File: src/u2k_pkg.sv
// ----------------------------------------------------------------------------
// u2k_pkg
// Types, constants and the code point to KOI-7 N2 map for the line converter.
// ----------------------------------------------------------------------------
package u2k_pkg;

	localparam int unsigned FIFO_DEPTH = 4;
	localparam int unsigned PTR_W      = $clog2(FIFO_DEPTH);
	localparam int unsigned CNT_W      = PTR_W + 1;

	localparam logic [6:0] LINE_LIMIT_RESET = 7'd80;
	localparam logic [6:0] KOI7_SPACE       = 7'h20;

	// continuation bytes still expected
	localparam logic [1:0] PEND_NONE = 2'd0;
	localparam logic [1:0] PEND_ONE  = 2'd1;
	localparam logic [1:0] PEND_TWO  = 2'd2;

	typedef struct packed {
		logic        eol;
		logic [15:0] code;
	} u2k_item_t;

	typedef struct packed {
		logic full;
		logic not_empty;
	} u2k_fifo_status_t;

	// KOI-7 codes for the upper case Cyrillic block; lower case reuses them
	localparam logic [6:0] CYR_MAP [32] = '{
		7'h41, 7'h62, 7'h42, 7'h67, 7'h64, 7'h45, 7'h76, 7'h7a,
		7'h69, 7'h6a, 7'h4b, 7'h6c, 7'h4d, 7'h48, 7'h4f, 7'h70,
		7'h50, 7'h43, 7'h54, 7'h59, 7'h66, 7'h58, 7'h63, 7'h7e,
		7'h7b, 7'h7d, 7'h78, 7'h79, 7'h78, 7'h7c, 7'h60, 7'h71
	};

	function automatic logic [6:0] map_code(input logic [15:0] u);
		logic [7:0] hi;
		logic [7:0] lo;
		logic [6:0] r;
		logic [7:0] idx;
		hi  = u[15:8];
		lo  = u[7:0];
		r   = 7'h00;
		idx = lo - 8'h10;
		case (hi)
			8'h00: begin
				if (lo < 8'h60)
					r = lo[6:0];
				else if (lo inside {[8'h61:8'h7a]})
					r = 7'(lo - 8'h20);
			end
			8'h04: begin
				if (lo inside {8'h01, 8'h51})
					r = 7'h45;
				else if (lo inside {[8'h10:8'h4f]})
					r = CYR_MAP[idx[4:0]];
			end
			8'h20: begin
				if (lo == 8'h15)
					r = 7'h2d;
				else if (lo inside {8'h19, 8'h32})
					r = 7'h27;
				else if (lo == 8'h28)
					r = 7'h0a;
			end
			8'h21: begin
				if (lo == 8'h2f)
					r = 7'h45;
				else if (lo == 8'h91)
					r = 7'h40;
			end
			8'h22: begin
				if (lo == 8'h27)
					r = 7'h5e;
				else if (lo == 8'h28)
					r = 7'h76;
				else if (lo == 8'h60)
					r = 7'h23;
			end
			8'h25: begin
				if (lo == 8'hca)
					r = 7'h24;
			end
			default: r = 7'h00;
		endcase
		return r;
	endfunction

endpackage

File: src/u2k_ifs.sv
// ----------------------------------------------------------------------------
// u2k channel interfaces
// Valid/ready channels for the UTF-8 byte input and the KOI-7 result output.
// ----------------------------------------------------------------------------
interface u2k_byte_if;
	logic       valid;
	logic       ready;
	logic [7:0] data_byte;

	modport source (output valid, output data_byte, input ready);
	modport sink   (input valid, input data_byte, output ready);
endinterface

interface u2k_char_if;
	logic       valid;
	logic       ready;
	logic [6:0] koi7_char;
	logic       end_of_line;

	modport source (output valid, output koi7_char, output end_of_line, input ready);
	modport sink   (input valid, input koi7_char, input end_of_line, output ready);
endinterface

File: src/u2k_front.sv
// ----------------------------------------------------------------------------
// u2k_front
// Accepts UTF-8 bytes and assembles code points; pushes code points and
// end-of-line markers into the queue.
// ----------------------------------------------------------------------------
module u2k_front (
	input  logic                      clk,
	input  logic                      arst_n,
	u2k_byte_if.sink                  bytes,
	input  u2k_pkg::u2k_fifo_status_t fifo_status,
	output logic                      push,
	output u2k_pkg::u2k_item_t        push_item
);
	import u2k_pkg::*;

	logic [1:0]  pending_q;
	logic [15:0] partial_q;
	logic [1:0]  pending_d;
	logic [15:0] partial_d;
	logic        accept;
	logic [7:0]  b;

	assign bytes.ready = !fifo_status.full;
	assign accept      = bytes.valid && bytes.ready;
	assign b           = bytes.data_byte;

	always_comb begin
		pending_d     = pending_q;
		partial_d     = partial_q;
		push          = 1'b0;
		push_item.eol  = 1'b0;
		push_item.code = 16'h0000;
		if (accept) begin
			if (b == 8'h00) begin
				// a zero byte ends the line even inside a sequence
				push          = 1'b1;
				push_item.eol = 1'b1;
				pending_d     = PEND_NONE;
				partial_d     = 16'h0000;
			end else if (pending_q == PEND_NONE) begin
				if (!b[7]) begin
					push           = 1'b1;
					push_item.code = {8'h00, b};
				end else if (!b[5]) begin
					partial_d = {5'b0, b[4:0], 6'b0};
					pending_d = PEND_ONE;
				end else begin
					partial_d = {b[3:0], 12'b0};
					pending_d = PEND_TWO;
				end
			end else if (pending_q == PEND_TWO) begin
				partial_d = partial_q | {4'b0, b[5:0], 6'b0};
				pending_d = PEND_ONE;
			end else begin
				push           = 1'b1;
				push_item.code = partial_q | {10'b0, b[5:0]};
				partial_d      = 16'h0000;
				pending_d      = PEND_NONE;
			end
		end
	end

	always_ff @(posedge clk or negedge arst_n) begin
		if (!arst_n) begin
			pending_q <= PEND_NONE;
			partial_q <= 16'h0000;
		end else begin
			pending_q <= pending_d;
			partial_q <= partial_d;
		end
	end

	a_pending_range: assert property (@(posedge clk) disable iff (!arst_n)
		pending_q != 2'd3)
		else $error("front: bad pending count");

endmodule

File: src/u2k_fifo.sv
// ----------------------------------------------------------------------------
// u2k_fifo
// Short queue of decoded items between the front and the back.
// ----------------------------------------------------------------------------
module u2k_fifo (
	input  logic                      clk,
	input  logic                      arst_n,
	input  logic                      push,
	input  u2k_pkg::u2k_item_t        push_item,
	input  logic                      pop,
	output u2k_pkg::u2k_item_t        head_item,
	output u2k_pkg::u2k_fifo_status_t status
);
	import u2k_pkg::*;

	u2k_item_t        slots_q [FIFO_DEPTH];
	logic [PTR_W-1:0] wr_ptr_q;
	logic [PTR_W-1:0] rd_ptr_q;
	logic [CNT_W-1:0] count_q;

	assign status.full      = (count_q == CNT_W'(FIFO_DEPTH));
	assign status.not_empty = (count_q != '0);
	assign head_item        = slots_q[rd_ptr_q];

	always_ff @(posedge clk) begin
		if (push)
			slots_q[wr_ptr_q] <= push_item;
	end

	always_ff @(posedge clk or negedge arst_n) begin
		if (!arst_n) begin
			wr_ptr_q <= '0;
			rd_ptr_q <= '0;
			count_q  <= '0;
		end else begin
			if (push)
				wr_ptr_q <= wr_ptr_q + 1'b1;
			if (pop)
				rd_ptr_q <= rd_ptr_q + 1'b1;
			case ({push, pop})
				2'b10:   count_q <= count_q + 1'b1;
				2'b01:   count_q <= count_q - 1'b1;
				default: count_q <= count_q;
			endcase
		end
	end

	a_no_overflow: assert property (@(posedge clk) disable iff (!arst_n)
		status.full |-> !push)
		else $error("fifo: push while full");

	a_no_underflow: assert property (@(posedge clk) disable iff (!arst_n)
		!status.not_empty |-> !pop)
		else $error("fifo: pop while empty");

	a_count_move: assert property (@(posedge clk) disable iff (!arst_n)
		(push && !pop) |=> (count_q == $past(count_q) + 1'b1))
		else $error("fifo: count did not follow push");

endmodule

File: src/u2k_back.sv
// ----------------------------------------------------------------------------
// u2k_back
// Maps queued code points to KOI-7 N2, applies the per-line limit and holds
// the result in the output register.
// ----------------------------------------------------------------------------
module u2k_back (
	input  logic                      clk,
	input  logic                      arst_n,
	input  logic [6:0]                line_limit,
	input  u2k_pkg::u2k_fifo_status_t fifo_status,
	input  u2k_pkg::u2k_item_t        head_item,
	output logic                      pop,
	u2k_char_if.source                chars
);
	import u2k_pkg::*;

	logic       out_valid_q;
	logic [6:0] out_char_q;
	logic       out_eol_q;
	logic [6:0] emitted_q;
	logic [6:0] mapped;
	logic       emit;

	assign pop    = fifo_status.not_empty && (!out_valid_q || chars.ready);
	assign mapped = map_code(head_item.code);
	// codes below space are dropped, as is everything past the line limit
	assign emit   = (mapped >= KOI7_SPACE) && (emitted_q < line_limit);

	always_ff @(posedge clk or negedge arst_n) begin
		if (!arst_n) begin
			out_valid_q <= 1'b0;
			emitted_q   <= 7'd0;
		end else if (pop) begin
			if (head_item.eol) begin
				out_valid_q <= 1'b1;
				emitted_q   <= 7'd0;
			end else if (emit) begin
				out_valid_q <= 1'b1;
				emitted_q   <= emitted_q + 7'd1;
			end else begin
				out_valid_q <= 1'b0;
			end
		end else if (chars.ready) begin
			out_valid_q <= 1'b0;
		end
	end

	always_ff @(posedge clk) begin
		if (pop) begin
			out_eol_q  <= head_item.eol;
			out_char_q <= head_item.eol ? 7'd0 : mapped;
		end
	end

	assign chars.valid       = out_valid_q;
	assign chars.koi7_char   = out_char_q;
	assign chars.end_of_line = out_eol_q;

	a_eol_char_zero: assert property (@(posedge clk) disable iff (!arst_n)
		(out_valid_q && out_eol_q) |-> (out_char_q == 7'd0))
		else $error("back: end marker with nonzero char");

	a_eol_clears_count: assert property (@(posedge clk) disable iff (!arst_n)
		(pop && head_item.eol) |=> (emitted_q == 7'd0))
		else $error("back: count not cleared at end of line");

endmodule

File: src/utf8_to_koi7_line_converter.sv
// ----------------------------------------------------------------------------
// utf8_to_koi7_line_converter
// UTF-8 byte stream to KOI-7 N2 characters, at most line_limit per line.
//
//   channel     dir  payload                         beat
//   bytes       in   data_byte[7:0]                  one UTF-8 byte
//   chars       out  koi7_char[6:0], end_of_line     one character or marker
//   cfg         in   cfg_wdata[6:0] on cfg_we        line_limit write
//
// One byte per cycle sustained while chars.ready stays high; the byte that
// completes a result is written into the queue, and a later pop maps it into
// the output register, from which it is offered.
// The four-entry queue and the output register decouple the two sides.
// Reset clears decode state, queue and line count, and sets line_limit to 80.
// bytes.ready drops only while the queue holds four items.
// ----------------------------------------------------------------------------
module utf8_to_koi7_line_converter (
	input  logic        clk,
	input  logic        arst_n,
	u2k_byte_if.sink    bytes,
	u2k_char_if.source  chars,
	input  logic        cfg_we,
	input  logic [6:0]  cfg_wdata
);
	import u2k_pkg::*;

	logic             line_limit_q;
	logic [6:0]       limit_q;
	logic             push;
	logic             pop;
	u2k_item_t        push_item;
	u2k_item_t        head_item;
	u2k_fifo_status_t fifo_status;

	always_ff @(posedge clk or negedge arst_n) begin
		if (!arst_n)
			limit_q <= LINE_LIMIT_RESET;
		else if (cfg_we)
			limit_q <= cfg_wdata;
	end

	// write seen flag kept for the limit register's written state
	always_ff @(posedge clk or negedge arst_n) begin
		if (!arst_n)
			line_limit_q <= 1'b0;
		else if (cfg_we)
			line_limit_q <= 1'b1;
	end

	u2k_front u_front (
		.clk         (clk),
		.arst_n      (arst_n),
		.bytes       (bytes),
		.fifo_status (fifo_status),
		.push        (push),
		.push_item   (push_item)
	);

	u2k_fifo u_fifo (
		.clk       (clk),
		.arst_n    (arst_n),
		.push      (push),
		.push_item (push_item),
		.pop       (pop),
		.head_item (head_item),
		.status    (fifo_status)
	);

	u2k_back u_back (
		.clk         (clk),
		.arst_n      (arst_n),
		.line_limit  (limit_q),
		.fifo_status (fifo_status),
		.head_item   (head_item),
		.pop         (pop),
		.chars       (chars)
	);

	a_cfg_default: assert property (@(posedge clk) disable iff (!arst_n)
		!line_limit_q |-> (limit_q == LINE_LIMIT_RESET))
		else $error("top: line limit changed without a write");

endmodule
File: src/flat_wrapper.sv
// flat-port wrapper written by rule: the top's interface ports become plain ports
module utf8_to_koi7_line_converter_flat import u2k_pkg::*;
  (clk, arst_n, cfg_we, cfg_wdata, bytes_valid, bytes_data_byte, bytes_ready, chars_valid, chars_koi7_char, chars_end_of_line, chars_ready);
  u2k_byte_if bytes_i ();
  u2k_char_if chars_i ();
  input  logic clk;
  input  logic arst_n;
  input  logic cfg_we;
  input  logic [6:0] cfg_wdata;
  input wire logic [$bits(bytes_i.valid)-1:0] bytes_valid;
  input wire logic [$bits(bytes_i.data_byte)-1:0] bytes_data_byte;
  output wire logic [$bits(bytes_i.ready)-1:0] bytes_ready;
  output wire logic [$bits(chars_i.valid)-1:0] chars_valid;
  output wire logic [$bits(chars_i.koi7_char)-1:0] chars_koi7_char;
  output wire logic [$bits(chars_i.end_of_line)-1:0] chars_end_of_line;
  input wire logic [$bits(chars_i.ready)-1:0] chars_ready;
  assign bytes_i.valid = bytes_valid;
  assign bytes_i.data_byte = bytes_data_byte;
  assign bytes_ready = bytes_i.ready;
  assign chars_valid = chars_i.valid;
  assign chars_koi7_char = chars_i.koi7_char;
  assign chars_end_of_line = chars_i.end_of_line;
  assign chars_i.ready = chars_ready;
  utf8_to_koi7_line_converter u_core (.clk(clk), .arst_n(arst_n), .bytes(bytes_i), .chars(chars_i), .cfg_we(cfg_we), .cfg_wdata(cfg_wdata));
endmodule
File: config.mk
export PLATFORM = sky130hd
export DESIGN_NAME = utf8_to_koi7_line_converter_flat
export DESIGN_NICKNAME = d
export VERILOG_FILES = /design/src/u2k_pkg.sv /design/src/u2k_ifs.sv /design/src/u2k_front.sv /design/src/u2k_fifo.sv /design/src/u2k_back.sv /design/src/utf8_to_koi7_line_converter.sv /design/src/flat_wrapper.sv
export SDC_FILE = /design/constraint.sdc
export NUM_CORES = 1
export LEC_CHECK = 0
export ABC_AREA = 1
export BUFFER_PORTS_ARGS = -buffer_cell sky130_fd_sc_hd__buf_2
export CORE_MARGIN = 8
export CORE_UTILIZATION = 62
export CTS_CLUSTER_DIAMETER = 120
export DETAILED_ROUTE_END_ITERATION = 8
export HOLD_SLACK_MARGIN = 0.08
export PLACE_DENSITY = 0.8
export SETUP_SLACK_MARGIN = 0.3
export SLEW_MARGIN = 10
export SYNTH_ARGS = -nofsm -noshare
export SYNTH_HDL_FRONTEND = slang
export SYNTH_HIERARCHICAL = 1
export SYNTH_SLANG_ARGS = --single-unit
File: constraint.sdc
create_clock -name clk -period 2.6 [get_ports clk]
set_clock_uncertainty 0.05 [all_clocks]
set_input_delay 0.26 -clock clk [delete_from_list [all_inputs] [get_ports clk]]
set_output_delay 0.26 -clock clk [all_outputs]
set_load 0.02 [all_outputs]
==> Word-level counts from Yosys, hierarchy flattened <==
Memories as Yosys holds them, arrays and structs flattened.
Index checks and enable logic that the tools add are counted.
{ "word_totals": {"register_bits": 48, "ramBits": 68, "rom_bits": 224, "inputBits": 20, "wordCells": 116, "memories": 2} }
{ "op_classes": {"add_sub_neg": 7, "n_lt_le_gt_ge": 8, "eq_ne": 21, "mux": 46, "bitwise": 3, "n_reduce_logical": 19} }
{ "memory_table": {"columns": ["name", "words", "word_bits", "read_ports", "rd_clocked_by_memory_dff", "wr", "line", "text"], "rows": [
  ["(no name shown)", 32, 7, 1, 0, 0, "u2k_pkg.sv:57", "r = CYR_MAP[idx[4:0]];"],
  ["u_core.u_fifo.slots_q", 4, 17, 1, 0, 1, "u2k_fifo.sv:16", "u2k_item_t slots_q [FIFO_DEPTH];"]
]} }
{ "op_table": {"columns": ["operator", "n"], "rows": [
  ["$mux 16", 8],
  ["$mux 7", 13],
  ["$eq 8x6->1 const B", 8],
  ["$pmux 7 s6", 1],
  ["$mux 6", 4],
  ["$mux 17", 1],
  ["$eq 8x5->1 const B", 2],
  ["$eq 8x7->1 const B", 2],
  ["$eq 8x8->1 const B", 2],
  ["$le 8x7->1 const B", 2],
  ["$logic_not 8->1", 2],
  ["$or 16x12->16", 1],
  ["$or 16x6->16", 1],
  ["$mux 1", 13],
  ["$reduce_bool 2->1", 5],
  ["$eq 8x1->1 const B", 1],
  ["$eq 8x3->1 const B", 1],
  ["$ge 8x5->1 const B", 1],
  ["$ge 8x7->1 const B", 1],
  ["$lt 8x7->1 const B", 1],
  ["$mux 2", 4],
  ["$add 7x1->7 const B", 1],
  ["$ge 7x6->1 const B", 1],
  ["$lt 7x7->1", 1],
  ["19 further kinds", 27]
]} }

==> Longest topological paths before layout <==
Gate-level depths: netlist of the first run.
An unclocked memory read counts as a cell.
{ "logic_depth": {"ltp_word": 14, "mapped_depth": 21} }

==> Cells and area by module <==
The synthesis of the first run kept the hierarchy.
{ "modules_own_cells": {"columns": ["mod", "n_inst", "cells_each", "area_each_um2", "seq_area_each_um2"], "rows": [
  ["u2k_fifo", 1, 247, 3179.3, 2217.1],
  ["u2k_back", 1, 308, 1960.6, 440.4],
  ["u2k_front", 1, 135, 913.4, 300.3],
  ["utf8_to_koi7_line_converter", 1, 30, 271.5, 177.7]
]} }

==> Worst setup path after synthesis of the first run <==
Ideal clock, no wire load.
{ "synth_timing": {"kind": "reg2reg", "from": "reg u_core.u_fifo.count_q[1]", "to": "reg u_core.u_fifo.count_q[2]", "setup_time_ps": 117, "t_arrival_ps": 2254, "required_time_ps": 2433, "slack_ps": 180, "stages_incl_launch_ff": 14, "path_buffers": 1, "synth_period_minus_slack_ps": 2420, "cell_sequence": "dfrtp_1 nor3_1 nor2_8 nand2_1 nand2_1 buf_2 inv_1 ha_1 inv_1 fa_1 nand2_1 nand3_1 nand2_1 nand2_1"} }
{ "synth_rtl": {"columns": ["item", "line", "text"], "rows": [
  ["start, declared", "u2k_fifo.sv:19", "logic [CNT_W-1:0] count_q;"],
  ["start signal, assigned", "u2k_fifo.sv:41", "2'b10: count_q <= count_q + 1'b1;"],
  ["start signal, assigned", "u2k_fifo.sv:42", "2'b01: count_q <= count_q - 1'b1;"],
  ["start signal, assigned", "u2k_fifo.sv:43", "default: count_q <= count_q;"]
]} }

==> impl_metrics.json, run 1 <==
{
  "io_buffer_count": 29,
  "clk_pin_slew_ns": 0.11,
  "path_class": "reg2reg",
  "cts_buffers": 9,
  "area_growth_pct": 21.0,
  "final_nets": 856,
  "layout-drive-gt1-share_pct": 27.3,
  "layout_common_cells": "167 x nand2_1, 100 x inv_1, 76 x edfxtp_1",
  "netlist_instances": 720,
  "grt.busiest_layer": "met2",
  "grt_max_degree": 35,
  "grt_util_met3_pct": 4.31,
  "syn_area_mm2": 0.00632,
  "cts_tree": "built",
  "power.total_mw": 9.32,
  "placed_area_mm2": 0.00679,
  "synth_edf_count": 76,
  "fin_setup_tns_ns": -0.232,
  "synth_warnings": 6,
  "core_area_mm2": 0.0101,
  "hpwl_mm": 10.3,
  "whs_path_depth": 3,
  "ir_drop_uv": 954,
  "r2r_cells": 17,
  "htreeDepth": 3,
  "ys_ff_latch": 110,
  "finalInstanceArea_mm2": 0.00765,
  "worst_ep_arrival_time_ns": 2.86,
  "clk_latency_ns": 0.38,
  "outcome": "finished with violations",
  "cellLeakagePower_nw": 3.55,
  "syn_nets": 761,
  "synth_ff_type": "edfxtp_1",
  "final.setup.worst_slack_ns": -0.0493,
  "final_common_cell": "nand2_1",
  "grt_pass1_vias": 5402,
  "startpoint_type": "flip-flop",
  "num_io_pins": 30,
  "synth_area_per_cell_um2": 8.78,
  "dr.first_iter.drc_count": 479,
  "setup_violations": 8,
  "worst-path-max-fanout": 8,
  "wl_mm": 15.3,
  "gp_congestion": 0.945,
  "firstDrtPassIters": 5,
  "finalCriticalPeriod_ns": 2.65,
  "die_area_mm2": 0.0137,
  "cts.sinks": 110,
  "drcViolationCount": 0,
  "max-slew-margin-rel_pct": 46.1,
  "wl_per_cell_um": 16.0,
  "powerDensity_mw_per_mm2": 1220,
  "use_met2_pct": 41.0,
  "n_antenna_cell": 0,
  "max_cap_viol_count": 0,
  "clock.fmax_mhz": 377,
  "min_path_type": "in2reg",
  "antenna_left": 0,
  "clock-root-buffer": "clkbuf_8",
  "tightestPinTransition_ns": 0.808,
  "avgViaCountPerCell": 5.57,
  "start_util_pct": 62.7,
  "synth_cell_type_count": 43,
  "instances_no_fill": 956,
  "async_flop_share_pct": 30.9,
  "grt_overflow": 0,
  "rsz0062_at_grt": "true",
  "slew_viol_final": 0,
  "yosysSeqAreaShare_pct": 49.6,
  "critPathRequiredTime_ns": 2.81,
  "grt_pass1_wl_mm": 25.3,
  "die_h_um": 117,
  "fp.dieW_um": 117,
  "clockBufferDepth": 2,
  "worstSetupEndpointType": "flip-flop",
  "num_rows": 37,
  "vias": 5325,
  "hold_violations": 0,
  "use_met1_pct": 28.7,
  "dp.cells": 906,
  "grt_usage_pct": 23.8,
  "violations": "negative setup slack",
  "antenna_found_initial": 0,
  "fin_crit_sh_pct": 102
}
-- per-stage QoR --
step / utilization, % / hold WS [ns] / setup slack, ns
2_1_floorplan: - / -0.0856 / 0.304
3_3_place_gp: 67.2 / 0.339 / 0.00376
3_5_place_dp: 67.2 / 0.358 / -0.112
4_1_cts: 74.0 / 0.0876 / 0.0802
5_1_grt: 75.8 / 0.100 / -0.176
6_report: 75.8 / 0.109 / -0.0493
-- power breakdown --
group	leakage, nW	internal, mW	total [mW]	switching [mW]
Combinational	2.30	2.22	5.64	3.41
Sequential	1.15	2.36	2.62	0.258
Clock	0.104	0.459	1.06	0.603
-- cells in the mapped netlist, drive strengths merged, types with 5 or more instances --
cell    number  share of area [%]
nand2      205                 13
inv        118                7.1
nor2        82                6.2
edfxtp      76                 36
nand3       43                3.7
o211ai      42                5.2
dfrtp       32                 13
o21ai       26                2.3
buf         20                3.2
ha          20                4.0
a21oi       19                1.6
nor3         9               0.71
nand4        5               0.49
-- cells by family (layout without fill, tap and decap cells) --
family,after synthesis,in the layout,share of synthesized area (%)
compound gates,100,100,10.8
buf+inv,139,239,10.3
flops,110,110,49.6
simple gates,346,346,24.5
xor+xnor,4,4,0.554
fa+ha+maj,21,21,4.27
-- worst paths after layout --
path                                               from                            to  slack, ns
max                           u_core/u_fifo/rd_ptr_q[0]    u_core/u_back/emitted_q[0]      -0.05
min                                  bytes_data_byte[1]  u_core/u_front/partial_q[13]       0.11
max reg2reg                   u_core/u_fifo/rd_ptr_q[0]    u_core/u_back/emitted_q[0]      -0.05
min reg2reg                u_core/u_front/partial_q[12]  u_core/u_front/partial_q[12]       0.43
max in group asynchronous                        arst_n     u_core/u_fifo/rd_ptr_q[1]       1.47
min in group asynchronous                        arst_n    u_core/u_back/emitted_q[6]       0.47
-- timing repair --
| action | 4_1_cts | 5_1_grt |
|---|---|---|
| endpoints found under the setup margin | 15 | 16 |
| buffers inserted | 12 | 6 |
| gates resized for setup | 53 | 26 |
| hold buffers | 11 | 0 |
| hold endpoints to repair | 40 | 0 |
| pin swaps | 31 | 27 |
| gates cloned | 3 | 2 |
-- state kept, by name, indices dropped and copies added, names as in the netlist --
signal and flops:
u_core/u_front/partial_q 10, u_core/u_fifo/rd_ptr_q 2, u_core/u_back/chars.end_of_line 1, u_core/u_front/pending_q 2
u_core/u_fifo/wr_ptr_q 2, u_core/u_fifo/count_q 3, u_core/u_fifo/slots_q 68, u_core/u_back/chars.koi7_char 7
u_core/u_back/chars.valid 1, u_core/u_back/emitted_q 7, u_core/limit_q 7
-- layout make-up --
cell class	count	area [um^2]
Sequential cell	110	3140
Tap cell	136	170
Clock inverter	7	85.1
Inverter	119	457
Timing Repair Buffer	104	900
Clock buffer	9	124
Multi-Input combinational cell	471	2780
Fill cell	698	2440
-- worst max-delay path: stages (launching register included) --
cell	delay, ns
dfrtp_2	0.51
buf_6	0.17
buf_16	0.12
o211ai_1	0.26
nand2_2	0.18
nor2_4	0.22
buf_6	0.12
nand4_1	0.13
nand3_2	0.13
nand2_2	0.06
nand3_2	0.08
nor2_2	0.05
nand2_2	0.06
nand2_2	0.06
nand2_4	0.12
nand2_8	0.09
nand2_2	0.09
nand2_2	0.04
-- layer usage --
layer  wire (um)  up-vias  part of all wire (%)
li1            -     2552                     -
met1        6160     2526                    40
met2        7750      206                    51
met3         933       41                   6.1
met4         420        0                   2.8
met5           0        -                     0
No activity file was read; power rests on OpenSTA's default activity.
==> run 2: changes to the inputs <==
--- a/config.mk
+++ b/config.mk
@@ -14,6 +14,7 @@
 export HOLD_SLACK_MARGIN = 0.08
 export PLACE_DENSITY = 0.8
 export SETUP_SLACK_MARGIN = 0.3
+export SKIP_CTS_REPAIR_TIMING = 1
 export SLEW_MARGIN = 10
 export SYNTH_ARGS = -nofsm -noshare
 export SYNTH_HDL_FRONTEND = slang
==> impl_metrics.json, run 2 (same netlist as run 1, synthesis figures left out) <==
{
  "area_growth_pct": 15.3,
  "layout-drive-gt1-share_pct": 23.5,
  "wl_mm": 14.4,
  "fin_crit_sh_pct": 99.8,
  "tightestPinTransition_ns": 0.809,
  "final_common_cell": "nand2_1",
  "critPathMostFrequentCell": "nand2_2",
  "clk_latency_ns": 0.37,
  "crit_chain": "buf_12 > o211ai_1 > nand2_2 > inv_4 > ha_2 > inv_1 > nor2_1 > nand3_1 > nor2_2 > nor2_1 > nand3_2 > nor2_2 > nand2_2 > nand2_2 > nand2_4 > nand2_8 > nand2_1 > nand2_1",
  "r2r_cells": 18,
  "cts_tree": "built",
  "grt_usage_pct": 22.1,
  "fin_setup_tns_ns": 0,
  "hold_violations": 0,
  "drcViolationCount": 0,
  "placed_area_mm2": 0.00679,
  "instances_no_fill": 936,
  "worstSetupEndpointType": "flip-flop",
  "powerDensity_mw_per_mm2": 1180,
  "cellLeakagePower_nw": 3.39,
  "io_buffer_count": 29,
  "r2r-end": "u_core/u_back/emitted_q[0]",
  "antenna_left": 0,
  "layout_common_cells": "176 x nand2_1, 101 x inv_1, 76 x edfxtp_1",
  "critPathRequiredTime_ns": 2.81,
  "rsz0062_at_grt": "true",
  "finalInstanceArea_mm2": 0.00729,
  "setup_violations": 0,
  "hold_ws_ns": 0.0982,
  "rrSetupSlack_ns": 0.006,
  "power.total_mw": 8.61,
  "gp_congestion": 0.945,
  "grt_pass1_vias": 4969,
  "finalCriticalPeriod_ns": 2.59,
  "die_h_um": 117,
  "p_switching_mw": 3.99,
  "clock-root-buffer": "clkbuf_8",
  "critical-path-slowest-cell": "dfrtp_2",
  "p_int_mw": 4.62,
  "regMostFlops": "u_core/u_fifo/slots_q",
  "antenna_found_initial": 0,
  "ir_drop_uv": 948,
  "grt_pass1_wl_mm": 23.5,
  "max_cap_viol_count": 0,
  "power_switching_share_pct": 46.3,
  "min_from": "cfg_we",
  "reg_top3": "u_core/u_fifo/slots_q x68, u_core/u_front/partial_q x10",
  "clockBufferDepth": 2,
  "clk_pin_slew_ns": 0.10,
  "whs_path_depth": 3,
  "clock.fmax_mhz": 386,
  "worst-path-max-fanout": 22,
  "start_util_pct": 62.7,
  "grt_max_degree": 41,
  "min_to": "u_core/limit_q[6]",
  "final_nets": 836,
  "die_area_mm2": 0.0137,
  "n_antenna_cell": 0,
  "min_path_type": "in2reg",
  "clkPwrFrac_pct": 12.3,
  "multi_input_area_mm2": 0.00269,
  "fp.dieW_um": 117,
  "outcome": "finished, final reports clean",
  "grt_overflow": 0,
  "fillers": 765,
  "max_stage_delay_ns": 0.49,
  "timing.rr.start": "u_core/u_fifo/rd_ptr_q[0]",
  "cpLargestDelayFamily": "simple AND/OR/NAND/NOR gates",
  "dr.first_iter.drc_count": 383,
  "largest_reg_flops": 68,
  "power_frac_seq_pct": 30.3,
  "worst_ep_arrival_time_ns": 2.81,
  "num_rows": 37,
  "avgViaCountPerCell": 5.51,
  "hpwl_mm": 10.3,
  "dp.cells": 906,
  "regArea_mm2": 0.00314,
  "cts.sinks": 110,
  "wl_per_cell_um": 15.3,
  "htreeDepth": 3,
  "max-slew-margin-rel_pct": 46.1,
  "startpoint_type": "flip-flop",
  "vias": 5161,
  "slew_viol_final": 0,
  "crit_buf_inv": 3,
  "firstDrtPassIters": 5,
  "num_io_pins": 30,
  "power_frac_comb_pct": 57.5,
  "path_class": "reg2reg",
  "core_area_mm2": 0.0101,
  "cts_buffers": 9,
  "worstSetupPathDepth": 18
}
[run 2: changes by cell type in the layout (fill, tap and decap cells not counted), moves of 3 or more]
cell / previous run / this run
a21oi_1: 13 / 16
a21oi_2: 6 / 3
buf_4: 49 / 41
buf_6: 7 / 2
nand2_1: 167 / 176
nand2_2: 32 / 25
nor2_1: 52 / 60
nor2_2: 17 / 13
nor2_4: 10 / 6
[run 2: final cells by class]
cell class	instances	share of cell area (%)
sequential	110	43.0
tap	136	2.33
inverter	119	6.26
clock buffer	9	1.70
multi-input combinational	471	36.8
timing repair buffer	84	8.65
clock inverter	7	1.17
[run 2: worst max path at each step]
stage                     slack (ns)                         end                       from
after detailed placement       -0.11  u_core/u_back/emitted_q[0]  u_core/u_fifo/rd_ptr_q[0]
after global placement         0.004  u_core/u_back/emitted_q[4]  u_core/u_fifo/rd_ptr_q[0]
final                          0.006  u_core/u_back/emitted_q[0]  u_core/u_fifo/rd_ptr_q[0]
after CTS                      -0.14  u_core/u_back/emitted_q[0]  u_core/u_fifo/rd_ptr_q[0]
after global routing           -0.14  u_core/u_back/emitted_q[0]  u_core/u_fifo/rd_ptr_q[0]
after floorplan                 0.30  u_core/u_back/emitted_q[5]  u_core/u_fifo/rd_ptr_q[0]
[run 2: tightest hold or removal path, stage by stage]
cell and delay, ns:
buf_2 0.15, nand2_1 0.07, nand2_1 0.05
[run 2: power groups by stage]
stage	registers [mW]	logic [mW]	clock network, mW
after floorplan	2.63	3.20	0
after detailed placement	2.62	4.45	0
after global placement	2.60	4.36	0
after global routing	2.65	5.45	1.14
after CTS	2.59	4.48	1.07
final	2.61	4.94	1.05
[run 2: metrics by stage]
| step | worst slack (ns) | util [%] |
|---|---|---|
| 3_5_place_dp | -0.112 | 67.2 |
| 6_report | 0.00633 | 72.2 |
| 4_1_cts | -0.144 | 69.3 |
| 5_1_grt | -0.136 | 72.2 |
| 3_3_place_gp | 0.00376 | 67.2 |
| 2_1_floorplan | 0.304 | - |
[run 2: metal layers]
layer	wire length [um]	global-route usage, %	vias up	part of all wire (%)
met1	6020	28.0	2454	42
met4	313	7.59	0	2.2
met3	742	3.39	27	5.2
li1	-	-	2512	-
met2	7280	37.6	168	51
met5	0	0	-	0
